===== src/rtl/rwl_pkg.sv =====
// Types and constants of the reader/writer lock table.
// No dependencies; used by rwl_front, rwl_back and the top level.

package rwl_pkg;

    // Input and output field widths
    localparam int OP_W     = 2;
    localparam int CLIENT_W = 4;
    localparam int STATUS_W = 2;
    localparam int MARK_W   = 3;

    // Stream data widths, padded to whole bytes
    localparam int S_DATA_W = 8;
    localparam int M_DATA_W = 8;

    // Depth of the command queue between front and back
    localparam int QDEPTH   = 2;

    // Operation codes
    localparam logic [OP_W-1:0] OP_ACQUIRE = 2'd0;
    localparam logic [OP_W-1:0] OP_ABANDON = 2'd1;
    localparam logic [OP_W-1:0] OP_RELEASE = 2'd2;

    // Status codes
    localparam logic [STATUS_W-1:0] ST_GRANTED = 2'd0;
    localparam logic [STATUS_W-1:0] ST_BUSY    = 2'd1;
    localparam logic [STATUS_W-1:0] ST_DONE    = 2'd2;

    // Client marks
    localparam logic [MARK_W-1:0] MARK_FREE   = 3'd0;
    localparam logic [MARK_W-1:0] MARK_WRITER = 3'd1;
    localparam logic [MARK_W-1:0] MARK_READ0  = 3'd2;
    localparam logic [MARK_W-1:0] MARK_READ1  = 3'd3;
    localparam logic [MARK_W-1:0] MARK_WAIT   = 3'd5;

    typedef logic [MARK_W-1:0] t_mark;

    // Classified command kinds
    typedef enum logic [2:0] {
        K_ACQ_RD  = 3'd0,
        K_ACQ_WR  = 3'd1,
        K_ABANDON = 3'd2,
        K_RELEASE = 3'd3,
        K_NOP     = 3'd4
    } t_kind;

    typedef struct packed {
        t_kind               kind;
        logic [CLIENT_W-1:0] client;
    } t_cmd;

endpackage


===== src/rtl/rwl_front.sv =====
// Front part of the lock table: accepts request beats, classifies them
// and holds them in a short command queue. Depends on rwl_pkg.

module rwl_front #(
    parameter int NUM_CLIENTS = 16
) (
    input  logic                          i_clk,
    input  logic                          i_rst_n,
    input  logic                          i_valid,
    output logic                          o_ready,
    input  logic [rwl_pkg::OP_W-1:0]      i_op,
    input  logic [rwl_pkg::CLIENT_W-1:0]  i_client,
    input  logic                          i_want_read,
    output logic                          o_q_valid,
    output rwl_pkg::t_cmd                 o_q_cmd,
    input  logic                          i_q_pop
);

    localparam int PTR_W = $clog2(rwl_pkg::QDEPTH);
    localparam int CNT_W = $clog2(rwl_pkg::QDEPTH + 1);

    rwl_pkg::t_cmd  cls_cmd;
    rwl_pkg::t_cmd  r_slot [rwl_pkg::QDEPTH];
    logic [PTR_W-1:0] r_wr_ptr, n_wr_ptr;
    logic [PTR_W-1:0] r_rd_ptr, n_rd_ptr;
    logic [CNT_W-1:0] r_count,  n_count;
    logic             push;
    logic             pop;

    // Classify: out-of-range clients and unused ops become no-ops
    always_comb begin
        cls_cmd.client = i_client;
        case (i_op)
            rwl_pkg::OP_ACQUIRE: begin
                cls_cmd.kind = i_want_read ? rwl_pkg::K_ACQ_RD : rwl_pkg::K_ACQ_WR;
            end
            rwl_pkg::OP_ABANDON: cls_cmd.kind = rwl_pkg::K_ABANDON;
            rwl_pkg::OP_RELEASE: cls_cmd.kind = rwl_pkg::K_RELEASE;
            default:             cls_cmd.kind = rwl_pkg::K_NOP;
        endcase
        if (32'(i_client) >= NUM_CLIENTS) begin
            cls_cmd.kind = rwl_pkg::K_NOP;
        end
    end

    assign o_ready   = (r_count != CNT_W'(rwl_pkg::QDEPTH));
    assign push      = i_valid && o_ready;
    assign pop       = i_q_pop && o_q_valid;
    assign o_q_valid = (r_count != '0);
    assign o_q_cmd   = r_slot[r_rd_ptr];

    always_comb begin
        n_wr_ptr = push ? PTR_W'(r_wr_ptr + 1'b1) : r_wr_ptr;
        n_rd_ptr = pop  ? PTR_W'(r_rd_ptr + 1'b1) : r_rd_ptr;
        n_count  = r_count;
        if (push && !pop) begin
            n_count = CNT_W'(r_count + 1'b1);
        end else if (pop && !push) begin
            n_count = CNT_W'(r_count - 1'b1);
        end
    end

    always_ff @(posedge i_clk) begin
        if (!i_rst_n) begin
            r_wr_ptr <= '0;
            r_rd_ptr <= '0;
            r_count  <= '0;
        end else begin
            r_wr_ptr <= n_wr_ptr;
            r_rd_ptr <= n_rd_ptr;
            r_count  <= n_count;
        end
    end

    always_ff @(posedge i_clk) begin
        if (push) begin
            r_slot[r_wr_ptr] <= cls_cmd;
        end
    end

endmodule


===== src/rtl/rwl_back.sv =====
// Back part of the lock table: evaluates one queued command against the
// client marks, writes back the mark and toggle, and holds the result beat.
// Depends on rwl_pkg.

module rwl_back #(
    parameter int NUM_CLIENTS = 16
) (
    input  logic                          i_clk,
    input  logic                          i_rst_n,
    input  logic                          i_cfg_wen,
    input  logic                          i_cfg_wdata,
    input  logic                          i_q_valid,
    input  rwl_pkg::t_cmd                 i_q_cmd,
    output logic                          o_q_pop,
    output logic                          o_valid,
    input  logic                          i_ready,
    output logic [rwl_pkg::STATUS_W-1:0]  o_status,
    output logic                          o_area,
    output logic                          o_others_waiting
);

    localparam int IDX_W = (NUM_CLIENTS > 1) ? $clog2(NUM_CLIENTS) : 1;

    typedef enum logic [2:0] {
        S_IDLE   = 3'b001,
        S_EVAL   = 3'b010,
        S_COMMIT = 3'b100
    } t_state;

    t_state         r_state, n_state;
    rwl_pkg::t_cmd  r_cmd;
    rwl_pkg::t_mark r_marks [NUM_CLIENTS];
    logic           r_split;
    logic           r_toggle, n_toggle;

    // Summaries over the other clients and the own writer mark, registered in EVAL
    logic r_any_wr,   n_any_wr;
    logic r_any_busy, n_any_busy;
    logic r_any_wait, n_any_wait;
    logic r_self_wr,  n_self_wr;

    logic                          r_out_valid;
    logic [rwl_pkg::STATUS_W-1:0]  r_out_status, n_status;
    logic                          r_out_area;
    logic                          r_out_others;

    logic           out_free;
    logic           commit;
    logic           mark_we;
    rwl_pkg::t_mark mark_val;
    logic [IDX_W-1:0] idx;

    assign idx      = IDX_W'(r_cmd.client);
    assign out_free = !r_out_valid || i_ready;
    assign commit   = (r_state == S_COMMIT) && out_free;
    assign o_q_pop  = ((r_state == S_IDLE) || commit) && i_q_valid;

    // Parallel compare over all marks
    always_comb begin
        n_any_wr   = 1'b0;
        n_any_busy = 1'b0;
        n_any_wait = 1'b0;
        n_self_wr  = 1'b0;
        for (int i = 0; i < NUM_CLIENTS; i++) begin
            if (32'(r_cmd.client) == i) begin
                n_self_wr = n_self_wr || (r_marks[i] == rwl_pkg::MARK_WRITER);
            end else begin
                n_any_wr   = n_any_wr || (r_marks[i] == rwl_pkg::MARK_WRITER);
                n_any_busy = n_any_busy || ((r_marks[i] != rwl_pkg::MARK_FREE) &&
                                            (r_marks[i] != rwl_pkg::MARK_WAIT));
                n_any_wait = n_any_wait || (r_marks[i] == rwl_pkg::MARK_WAIT);
            end
        end
    end

    // Decide the new mark, toggle and status
    always_comb begin
        mark_we  = 1'b0;
        mark_val = rwl_pkg::MARK_FREE;
        n_toggle = r_toggle;
        n_status = rwl_pkg::ST_DONE;
        case (r_cmd.kind)
            rwl_pkg::K_ACQ_RD: begin
                mark_we = 1'b1;
                if (r_split) begin
                    mark_val = rwl_pkg::MARK_READ0 | {2'b00, r_toggle};
                    n_status = rwl_pkg::ST_GRANTED;
                end else if (!r_any_wr) begin
                    mark_val = rwl_pkg::MARK_READ0;
                    n_status = rwl_pkg::ST_GRANTED;
                end else begin
                    mark_val = rwl_pkg::MARK_WAIT;
                    n_status = rwl_pkg::ST_BUSY;
                end
            end
            rwl_pkg::K_ACQ_WR: begin
                mark_we = 1'b1;
                if (!r_any_busy) begin
                    mark_val = rwl_pkg::MARK_WRITER;
                    n_status = rwl_pkg::ST_GRANTED;
                end else begin
                    mark_val = rwl_pkg::MARK_WAIT;
                    n_status = rwl_pkg::ST_BUSY;
                end
            end
            rwl_pkg::K_ABANDON: begin
                mark_we = 1'b1;
            end
            rwl_pkg::K_RELEASE: begin
                mark_we = 1'b1;
                if (r_split && r_self_wr) begin
                    n_toggle = !r_toggle;
                end
            end
            default: begin
                mark_we = 1'b0;
            end
        endcase
    end

    always_comb begin
        n_state = r_state;
        case (r_state)
            S_IDLE:   if (i_q_valid) n_state = S_EVAL;
            S_EVAL:   n_state = S_COMMIT;
            S_COMMIT: if (commit) n_state = i_q_valid ? S_EVAL : S_IDLE;
            default:  n_state = S_IDLE;
        endcase
    end

    always_ff @(posedge i_clk) begin
        if (!i_rst_n) begin
            r_state     <= S_IDLE;
            r_split     <= 1'b0;
            r_toggle    <= 1'b0;
            r_out_valid <= 1'b0;
            for (int i = 0; i < NUM_CLIENTS; i++) begin
                r_marks[i] <= rwl_pkg::MARK_FREE;
            end
        end else begin
            r_state <= n_state;
            if (i_cfg_wen) begin
                r_split <= i_cfg_wdata;
            end
            if (commit) begin
                r_toggle    <= n_toggle;
                r_out_valid <= 1'b1;
                if (mark_we) begin
                    r_marks[idx] <= mark_val;
                end
            end else if (i_ready) begin
                r_out_valid <= 1'b0;
            end
        end
    end

    always_ff @(posedge i_clk) begin
        if (o_q_pop) begin
            r_cmd <= i_q_cmd;
        end
        if (r_state == S_EVAL) begin
            r_any_wr   <= n_any_wr;
            r_any_busy <= n_any_busy;
            r_any_wait <= n_any_wait;
            r_self_wr  <= n_self_wr;
        end
        if (commit) begin
            r_out_status <= n_status;
            r_out_area   <= n_toggle;
            r_out_others <= r_any_wait;
        end
    end

    assign o_valid          = r_out_valid;
    assign o_status         = r_out_status;
    assign o_area           = r_out_area;
    assign o_others_waiting = r_out_others;

    // Only defined marks are ever written
    a_mark_code: assert property (@(posedge i_clk) disable iff (!i_rst_n)
        (commit && mark_we) |-> (mark_val == rwl_pkg::MARK_FREE ||
            mark_val == rwl_pkg::MARK_WRITER || mark_val == rwl_pkg::MARK_READ0 ||
            mark_val == rwl_pkg::MARK_READ1 || mark_val == rwl_pkg::MARK_WAIT))
        else $error("illegal client mark written");

    // The area flips only when a release commits in split mode
    a_toggle_src: assert property (@(posedge i_clk) disable iff (!i_rst_n)
        !$stable(r_toggle) |-> $past(commit && r_split &&
                                     r_cmd.kind == rwl_pkg::K_RELEASE))
        else $error("area toggle changed outside a release");

    // A result is loaded only by a commit
    a_out_load: assert property (@(posedge i_clk) disable iff (!i_rst_n)
        $rose(r_out_valid) |-> $past(commit))
        else $error("result beat appeared without a commit");

    // Evaluation always moves on to commit
    a_eval_next: assert property (@(posedge i_clk) disable iff (!i_rst_n)
        (r_state == S_EVAL) |=> (r_state == S_COMMIT))
        else $error("evaluation did not advance to commit");

endmodule


===== src/rtl/multi_client_reader_writer_lock_core.sv =====
// Top level of the reader/writer lock table: request stream in, result
// stream out, one configuration register. Uses rwl_pkg, rwl_front, rwl_back.
//
//  Channel  Direction  Beat contents (low bit first)            Handshake
//  s_*      in         op[1:0] client[5:2] want_read[6] pad[7]  i_s_tvalid/o_s_tready
//  m_*      out        status[1:0] area[2] others_waiting[3]    o_m_tvalid/i_m_tready
//  cfg      in         split_mode                               i_cfg_wen, no wait
//
// Steps: the back part takes each command through EVAL, to compare all
// client marks in parallel and register the summary, and COMMIT, to write back the
// mark and area toggle and load the result register; it takes one command at
// a time and pops the next queued command as it commits the last.
// Reset: synchronous, active low; every client free, toggle and split mode zero.
// Stalls: a two-entry command queue keeps requests flowing while the result
// register waits on i_m_tready; the back part holds in commit until it drains.

module multi_client_reader_writer_lock_core #(
    parameter int NUM_CLIENTS = 16
) (
    input  logic                          i_clk,
    input  logic                          i_rst_n,
    // Request stream
    input  logic                          i_s_tvalid,
    output logic                          o_s_tready,
    input  logic [rwl_pkg::S_DATA_W-1:0]  i_s_tdata,  // op[1:0], client[5:2], want_read[6]
    // Result stream
    output logic                          o_m_tvalid,
    input  logic                          i_m_tready,
    output logic [rwl_pkg::M_DATA_W-1:0]  o_m_tdata,  // status[1:0], area[2], others_waiting[3]
    // Configuration
    input  logic                          i_cfg_wen,
    input  logic                          i_cfg_wdata  // split_mode
);

    logic                         q_valid;
    logic                         q_pop;
    rwl_pkg::t_cmd                q_cmd;
    logic [rwl_pkg::STATUS_W-1:0] status;
    logic                         area;
    logic                         others_waiting;

    // Accept and classify requests, queue them for the back part
    rwl_front #(
        .NUM_CLIENTS (NUM_CLIENTS)
    ) u_front (
        .i_clk       (i_clk),
        .i_rst_n     (i_rst_n),
        .i_valid     (i_s_tvalid),
        .o_ready     (o_s_tready),
        .i_op        (i_s_tdata[1:0]),
        .i_client    (i_s_tdata[5:2]),
        .i_want_read (i_s_tdata[6]),
        .o_q_valid   (q_valid),
        .o_q_cmd     (q_cmd),
        .i_q_pop     (q_pop)
    );

    // Evaluate against the marks, write back, hold the result beat
    rwl_back #(
        .NUM_CLIENTS (NUM_CLIENTS)
    ) u_back (
        .i_clk            (i_clk),
        .i_rst_n          (i_rst_n),
        .i_cfg_wen        (i_cfg_wen),
        .i_cfg_wdata      (i_cfg_wdata),
        .i_q_valid        (q_valid),
        .i_q_cmd          (q_cmd),
        .o_q_pop          (q_pop),
        .o_valid          (o_m_tvalid),
        .i_ready          (i_m_tready),
        .o_status         (status),
        .o_area           (area),
        .o_others_waiting (others_waiting)
    );

    // Pack result fields, pad upper bits with zeros
    assign o_m_tdata = {4'b0000, others_waiting, area, status};

endmodule


===== config.mk =====
export PLATFORM = sky130hd
export DESIGN_NAME = multi_client_reader_writer_lock_core
export DESIGN_NICKNAME = d
export VERILOG_FILES = /design/src/rtl/rwl_pkg.sv /design/src/rtl/rwl_front.sv /design/src/rtl/rwl_back.sv /design/src/rtl/multi_client_reader_writer_lock_core.sv
export SDC_FILE = /design/constraint.sdc
export NUM_CORES = 1
export LEC_CHECK = 0
export ABC_AREA = 1
export ABC_CLOCK_PERIOD_IN_PS = 2700
export BUFFER_PORTS_ARGS = -buffer_cell sky130_fd_sc_hd__buf_2
export CORE_MARGIN = 1
export CORE_UTILIZATION = 45
export DETAILED_ROUTE_END_ITERATION = 16
export PLACE_DENSITY = 0.66
export SYNTH_ARGS = -nofsm -noshare
export SYNTH_HDL_FRONTEND = slang
export SYNTH_SLANG_ARGS = --single-unit

===== constraint.sdc =====
create_clock -name i_clk -period 2.7 [get_ports i_clk]
set_input_delay 0 -clock i_clk [delete_from_list [all_inputs] [get_ports i_clk]]
set_output_delay 0 -clock i_clk [all_outputs]
set_load 0.03 [all_outputs]

==> impl_results.md, run 1 <==
- Outcome: complete, no violations
- Total power: approximately 3.7 mW
- Slowest cell delay on critical path: 360 ps
- TritonRoute pass-1 iters: 5
- CP Max Fanout: 10
- Skew-Pair Late Insertion Delay: between 300 and 400 ps
- Pins Over Slew Limit: 0
- Hold depth: 5
- Post-synth EDFFs: slightly below 80
- Max-cap violations: 0
- Tmin final: approximately 2000 ps
- Global route overflow: 0
- Diode count: 0
- Nets: around 600
- Fin Clk Skew: approximately 12 ps
- Pwr dens: a little over 700 mW/mm^2
- Synth area leader: edfxtp_1
- Dominant cell type by count on the critical path: a21oi_1
- P_leak: 2.42 nW
- Crit path capture type: register
- Measured slew at the worst slew-check pin: ~770 ps
- Worst VDD drop: roughly 0.35 mV
- Final setup viols: 0
- Starting Density: 46.8%
- Average instance area after synthesis: 8.36 um^2
- WP data arrival: roughly 2300 ps
- Final hold vios: 0
- I/O Buffers: 18
- Routability Congestion: 0.926
- Ratio of final minimum period to clock period: approximately 73%
- Worst r2r dst: u_front.r_count[1]$_SDFFE_PN0P_
- Netlist Area Pre-Place: 0.00460 mm^2
- Vias in the first global route: around 3300
- Yosys reg bits: 87
- Post-Route WL: about 9300 um
- Routed WL per cell: approximately 13 um
- Post-synth top area share: between 50% and 60%
- Largest net degree at the start of global routing: 22
- Worst path depth: 10
- Max stage delay cell, worst path: dfxtp_1
- Std cell rows: 36
- Largest cells by area after synthesis: edfxtp_1 50%, nand2_1 12%, nor2_1 9.5%
- CP top delay family: compound AO/OA/AOI/OAI gates
- Crit start category: register
- R2R cell count: 10
- Synth warnings: 0
- CP Buf/Inv Count: 2
- Share of cells above drive strength 1: around 10%
- Routed via count: approximately 3500
- Reg2reg setup slack: approximately 700 ps
- CTS clock-pin slew for the worst setup and hold paths: ~100 ps
- Area grow syn2layout: 11.9%
- CTS tree: done
- Die width: 103 um
- GRT Total Usage: around a fifth
- Post-synth top cells: 149 x nand2_1, 117 x nor2_1, 87 x inv_1
- Initial antenna violation count: 0
- Full die area: ~0.011 mm^2
- Worst min path class: in2reg
- Max Clock Freq: approximately 500 MHz
- Crit Path Class: reg2reg
- First-pass GRT wire length: ~15000 um
- Worst reg2reg startpoint: u_back.r_state[0]$_SDFFE_PN1P_
- I/O Pins: 24
- Core area: a little under 0.01 mm^2
- 1st-iter DRT viols: roughly 160
- Synth unique cells: 25
- Root Buffer: clkbuf_8
- Setup TNS: 0 ps
- Critical Path, Cell by Cell: nor3_4, nand2_2, a21oi_1, buf_4, inv_1, ha_1, a21oi_1, o21ai_0, o21ai_0, a21oi_1
- Die height: around 100 um
- Seq/Total Area, Yosys: 54.6%
- CTS max path bufs: 2
- Ys flop type: edfxtp_1
- Async SR Flop Fraction: 0%
- Most frequent cell after synthesis: nand2_1
- Total CTS buffers: 9
- Worst endpoint required time: 2960 ps
- DRC viols: 0
- Crit path from: u_back.r_state[0]$_SDFFE_PN1P_
- Hpwl dp: between 6000 and 7000 um
- Clock sink total: 87
- RSZ-0062 raised after global routing: false
- Syn Inst Count: 550
- Critical Path Sink: u_front.r_count[1]$_SDFFE_PN0P_
- Slew headroom: about half
- Vias per inst: 4.89
- Number of routed nets with antenna violations: 0
- Htree depth: 3
## area by class of cell
cell class,instances,area (um^2)
tap,133,166
clock inverter,7,86.3
sequential,87,2510
inverter,87,327
clock buffer,9,124
timing repair buffer,35,248
fill,936,4670
multi-input combinational,366,1680
## state kept, by name (all words and copies together), names as in the netlist, 2 cells and up
signal	flops
u_front.r_count	2
u_back.r_state	3
u_front.r_slot	14
u_back.o_status	2
u_back.r_marks	48
u_back.idx	4
u_back.r_cmd	3
## placed cells by master, fill, tap and decap left out
| cell type | netlist | layout |
|---|---|---|
| nand2_1 | 149 | 149 |
| nor2_1 | 117 | 117 |
| inv_1 | 87 | 87 |
| edfxtp_1 | 77 | 77 |
| nand3_1 | 38 | 38 |
| buf_2 | 2 | 18 |
| nand4_1 | 12 | 12 |
| dlygate4sd3_1 | 0 | 12 |
| nand2_4 | 10 | 10 |
| dfxtp_1 | 10 | 10 |
| clkbuf_8 | 0 | 9 |
| a21oi_1 | 8 | 8 |
| o21ai_0 | 8 | 8 |
| mux2_2 | 7 | 7 |
| buf_4 | 6 | 5 |
| conb_1 | 1 | 4 |
| ha_1 | 3 | 3 |
| nor3_4 | 2 | 2 |
| nand3b_1 | 2 | 2 |
| inv_8 | 0 | 2 |
| inv_6 | 0 | 2 |
| nand2_2 | 1 | 1 |
| xor2_1 | 1 | 1 |
| nor2_2 | 1 | 1 |
| a31oi_2 | 1 | 1 |
| nor3_1 | 1 | 1 |
| o21a_1 | 1 | 1 |
| clkinv_4 | 0 | 1 |
| clkinvlp_4 | 0 | 1 |
| bufinv_16 | 0 | 1 |
## stage by stage
step | area [um^2] | hold WS (ps) | std cells | utilization [%] | setup slack, ps
6_report | 5140 | 63.3 | 724 | 52.4 | 718
5_1_grt | 5140 | 55.4 | 724 | 52.4 | 429
4_1_cts | 5140 | 41.3 | 724 | 52.4 | 702
3_5_place_dp | 4810 | 194 | 696 | 49.0 | 712
3_3_place_gp | 4810 | 190 | 696 | 49.0 | 756
2_1_floorplan | 4610 | 98.9 | 553 | - | 555
## worst min path at each step
stage | startpoint | to | slack (ps)
2_1_floorplan | i_s_tdata[2] | u_front.r_slot[0][0]$_DFFE_PP_ | 100
3_3_place_gp | i_s_tdata[4] | u_front.r_slot[0][2]$_DFFE_PP_ | 190
3_5_place_dp | i_s_tdata[4] | u_front.r_slot[0][2]$_DFFE_PP_ | 190
4_1_cts | i_s_tvalid | u_front.r_wr_ptr$_SDFFE_PN0P_ | 40
5_1_grt | i_s_tvalid | u_front.r_wr_ptr$_SDFFE_PN0P_ | 60
6_report | i_s_tvalid | u_front.r_wr_ptr$_SDFFE_PN0P_ | 60
## metal layers
metal / share of wire (%) / vias up / global-route usage [%] / wire length, um
met5: 0 / - / 0 / 0
met4: 1.5 / 0 / 8.02 / 142
met3: 3.4 / 15 / 3.53 / 312
met2: 51 / 69 / 33.6 / 4720
met1: 44 / 1655 / 22.4 / 4130
li1: - / 1800 / - / -
## report_power, final
part	leakage, nW	internal, mW	switching, mW	total, mW
Combinational	1.47	0.266	0.639	0.906
Clock	0.104	0.449	0.520	0.969
Sequential	0.846	1.65	0.128	1.78
## what timing repair did
item / in CTS / in global routing
setup buffers: 0 / 0
gates resized for setup: 0 / 0
hold buffers: 12 / 0
endpoints found under the hold margin: 17 / 0
## cells by family (layout without fill, tap and decap cells)
group / Yosys count / in the layout / share of synthesized area, %
and+or+nand+nor: 333 / 333 / 31.3
buffers and inverters: 100 / 138 / 9.06
DFF: 87 / 87 / 54.6
AOI/OAI and AO/OA: 18 / 18 / 2.18
muxes: 7 / 7 / 1.71
adders and majority gates: 3 / 3 / 0.816
other: 1 / 4 / 0.0815
xor gates and xnor gates: 1 / 1 / 0.190
## tightest hold or removal path, stage by stage
cell	delay [ps]
buf_2	70
nand2_1	80
inv_1	80
o21ai_0	80
nor2_1	80
No activity file was read; power rests on OpenSTA's default activity.
==> run 2: changes to the inputs <==
--- a/config.mk
+++ b/config.mk
@@ -6,12 +6,12 @@
 export NUM_CORES = 1
 export LEC_CHECK = 0
 export ABC_AREA = 1
-export ABC_CLOCK_PERIOD_IN_PS = 2700
+export ABC_CLOCK_PERIOD_IN_PS = 1700
 export BUFFER_PORTS_ARGS = -buffer_cell sky130_fd_sc_hd__buf_2
 export CORE_MARGIN = 1
 export CORE_UTILIZATION = 45
 export DETAILED_ROUTE_END_ITERATION = 16
-export PLACE_DENSITY = 0.66
+export PLACE_DENSITY = 0.68
 export SYNTH_ARGS = -nofsm -noshare
 export SYNTH_HDL_FRONTEND = slang
 export SYNTH_SLANG_ARGS = --single-unit
==> constraint.sdc (replaced) <==
create_clock -name i_clk -period 1.7 [get_ports i_clk]
set_input_delay 0 -clock i_clk [delete_from_list [all_inputs] [get_ports i_clk]]
set_output_delay 0 -clock i_clk [all_outputs]
set_load 0.03 [all_outputs]
==> run 2 against run 1 <==
Via count is 0.28% higher. Clock skew is 2.1 ps higher. Hold slack worse by 42 ps. Design area is 5.4% higher. Non-clock buffer count is 23 higher. Critical path type unchanged. Largest power group unchanged.
==> impl_results.md, run 2 (same netlist as run 1, synthesis figures left out) <==
- Max stage delay cell, worst path: edfxtp_1
- Final hold vios: 0 (unchanged)
- CP Max Fanout: 6 (-4)
- Total CTS buffers: 9 (unchanged)
- CP Buf/Inv Count: 3 (+1)
- Pins Over Slew Limit: 0 (unchanged)
- Post-Layout Cell Count: 747 (+3.2%)
- DP Cell Count: 715 (+2.7%)
- Slowest cell delay on critical path: 500 ps (+140 ps)
- Clock sink total: 87 (unchanged)
- WP data arrival: 1770 ps (-480 ps)
- Fin Clk Skew: 14.2 ps (+2.12 ps)
- Largest net degree at the start of global routing: 22 (unchanged)
- Crit path capture type: register
- Outcome: complete, no violations
- Starting Density: 46.8% (unchanged)
- RSZ-0062 raised after global routing: true
- P_leak: 2.55 nW (+5.2%)
- Worst endpoint required time: 1830 ps (-1130 ps)
- Crit start category: register
- Root Buffer: clkbuf_8
- Routability Congestion: 0.910 (-1.8%)
- Critical Path, Cell by Cell: inv_2, nor2_1, buf_4, nand2_1, nand3_1, nand2_1, inv_1, nand2_1, nor2_1, nand2_1
- I/O Buffers: 18 (unchanged)
- Max reg flops: 48 (unchanged)
- Worst reg2reg startpoint: u_back.idx[1]$_DFFE_PP_
- Tmin final: 1650 ps (-334 ps)
- Std cell rows: 36 (unchanged)
- TritonRoute pass-1 iters: 4 (-1)
- Worst VDD drop: 0.721 mV (+100%)
- Vias in the first global route: 3397 (+3.9%)
- GRT Total Usage: 19.5% (+0.55 points)
- Htree depth: 3 (unchanged)
- Initial antenna violation count: 0 (unchanged)
- Area grow syn2layout: 17.9%
- Dpl ws: 11.6 ps (-701 ps)
- Hold path start: i_s_tdata[0]
- DRC viols: 0 (unchanged)
- Nets: 626 (+3.8%)
- Routed WL per cell: 12.8 um (-0.43%)
- Number of routed nets with antenna violations: 0 (unchanged)
- Most frequent cells in the layout: 137 x nand2_1, 113 x nor2_1, 83 x inv_1, 77 x edfxtp_1, 38 x nand3_1
- CTS clock-pin slew for the worst setup and hold paths: 100 ps (about the same)
- Commonest non-fill, non-tap cell in the layout: nand2_1
- Final setup viols: 0 (unchanged)
- Pwr dens: 1120 mW/mm^2 (+57%)
- Final worst setup slack: 51.8 ps (-666 ps)
- Share of cells above drive strength 1: 17.8% (+7.4 points)
- Hpwl dp: 7060 um (+5.3%)
- Diode count: 0 (unchanged)
- 1st-iter DRT viols: 154 (-4.9%)
- FILL cells: 935 (-0.11%)
- CP top delay family: simple AND/OR/NAND/NOR gates
- Global route overflow: 0 (unchanged)
- Dominant cell type by count on the critical path: nand2_1
- Post-Route WL: 9550 um (+2.7%)
- Die height: 103 um (unchanged)
- I/O Pins: 24 (unchanged)
- Most flops, register: u_back.r_marks
- First-pass GRT wire length: 15200 um (+2.2%)
- Worst min path class: in2reg
- CTS tree: done
- Full die area: 0.0106 mm^2 (unchanged)
- Crit path from: u_back.idx[1]$_DFFE_PP_
- Vias per inst: 4.75 (-2.8%)
- Final hold slack: 21.0 ps (-42.3 ps)
- Max Clock Freq: 607 MHz (+20%)
- Skew-Pair Late Insertion Delay: 370 ps (about the same)
- Routed via count: 3549 (+0.28%)
- CTS max path bufs: 2 (unchanged)
- Crit Path Class: reg2reg
- Ratio of final minimum period to clock period: 97.0% (+24 points)
- Max-cap violations: 0 (unchanged)
- Core area: 0.00982 mm^2 (unchanged)
- Die width: 103 um (unchanged)
run 2: layout make-up:
type / count / area, um^2 / area share [%]
clock buffer: 12 / 178 / 3.28
timing repair buffer: 58 / 455 / 8.40
clock inverter: 4 / 33.8 / 0.623
inverter: 87 / 327 / 6.02
tap: 133 / 166 / 3.07
multi-input combinational: 366 / 1750 / 32.2
sequential: 87 / 2510 / 46.4
run 2: through the flow:
step	TNS (ps)	power [mW]	util (%)	cell area (um^2)
4_1_cts	0	6.06	54.8	5380
3_3_place_gp	0	4.51	50.9	5000
5_1_grt	-214	6.43	55.2	5420
3_5_place_dp	0	4.55	50.9	5000
2_1_floorplan	-6.41	3.95	-	4640
6_report	0	6.06	55.2	5420
run 2: worst paths after layout:
check                                                          to  slack, ps  depth (start not counted)
worst max register to register        u_back.r_any_busy$_DFFE_PN_         50                         10
worst min-delay path               u_front.r_slot[0][4]$_DFFE_PP_         20                          2
worst min register to register  u_back.o_others_waiting$_DFFE_PP_        420                          0
worst max-delay path                  u_back.r_any_busy$_DFFE_PN_         50                         10
run 2: what timing repair did:
action / CTS / global route
hold buffers: 11 / 0
pin swaps: 0 / 2
buffers inserted: 4 / 1
resized for setup: 0 / 18
endpoints found under the setup margin: 4 / 37
hold endpoints to repair: 15 / 0
run 2: layer usage:
| metal | GRT usage (%) | vias up | share of wire (%) |
|---|---|---|---|
| li1 | - | 1849 | - |
| met1 | 23.1 | 1621 | 44 |
| met2 | 34.7 | 60 | 50 |
| met3 | 3.19 | 19 | 3.7 |
| met4 | 8.88 | 0 | 2.4 |
| met5 | 0 | - | 0 |
run 2: report_power, final:
| group | switching (mW) | internal [mW] | leakage [nW] |
|---|---|---|---|
| logic | 1.09 | 0.626 | 1.59 |
| clock network | 0.770 | 0.726 | 0.109 |
| registers | 0.214 | 2.62 | 0.847 |
| total | 2.08 | 3.98 | 2.55 |
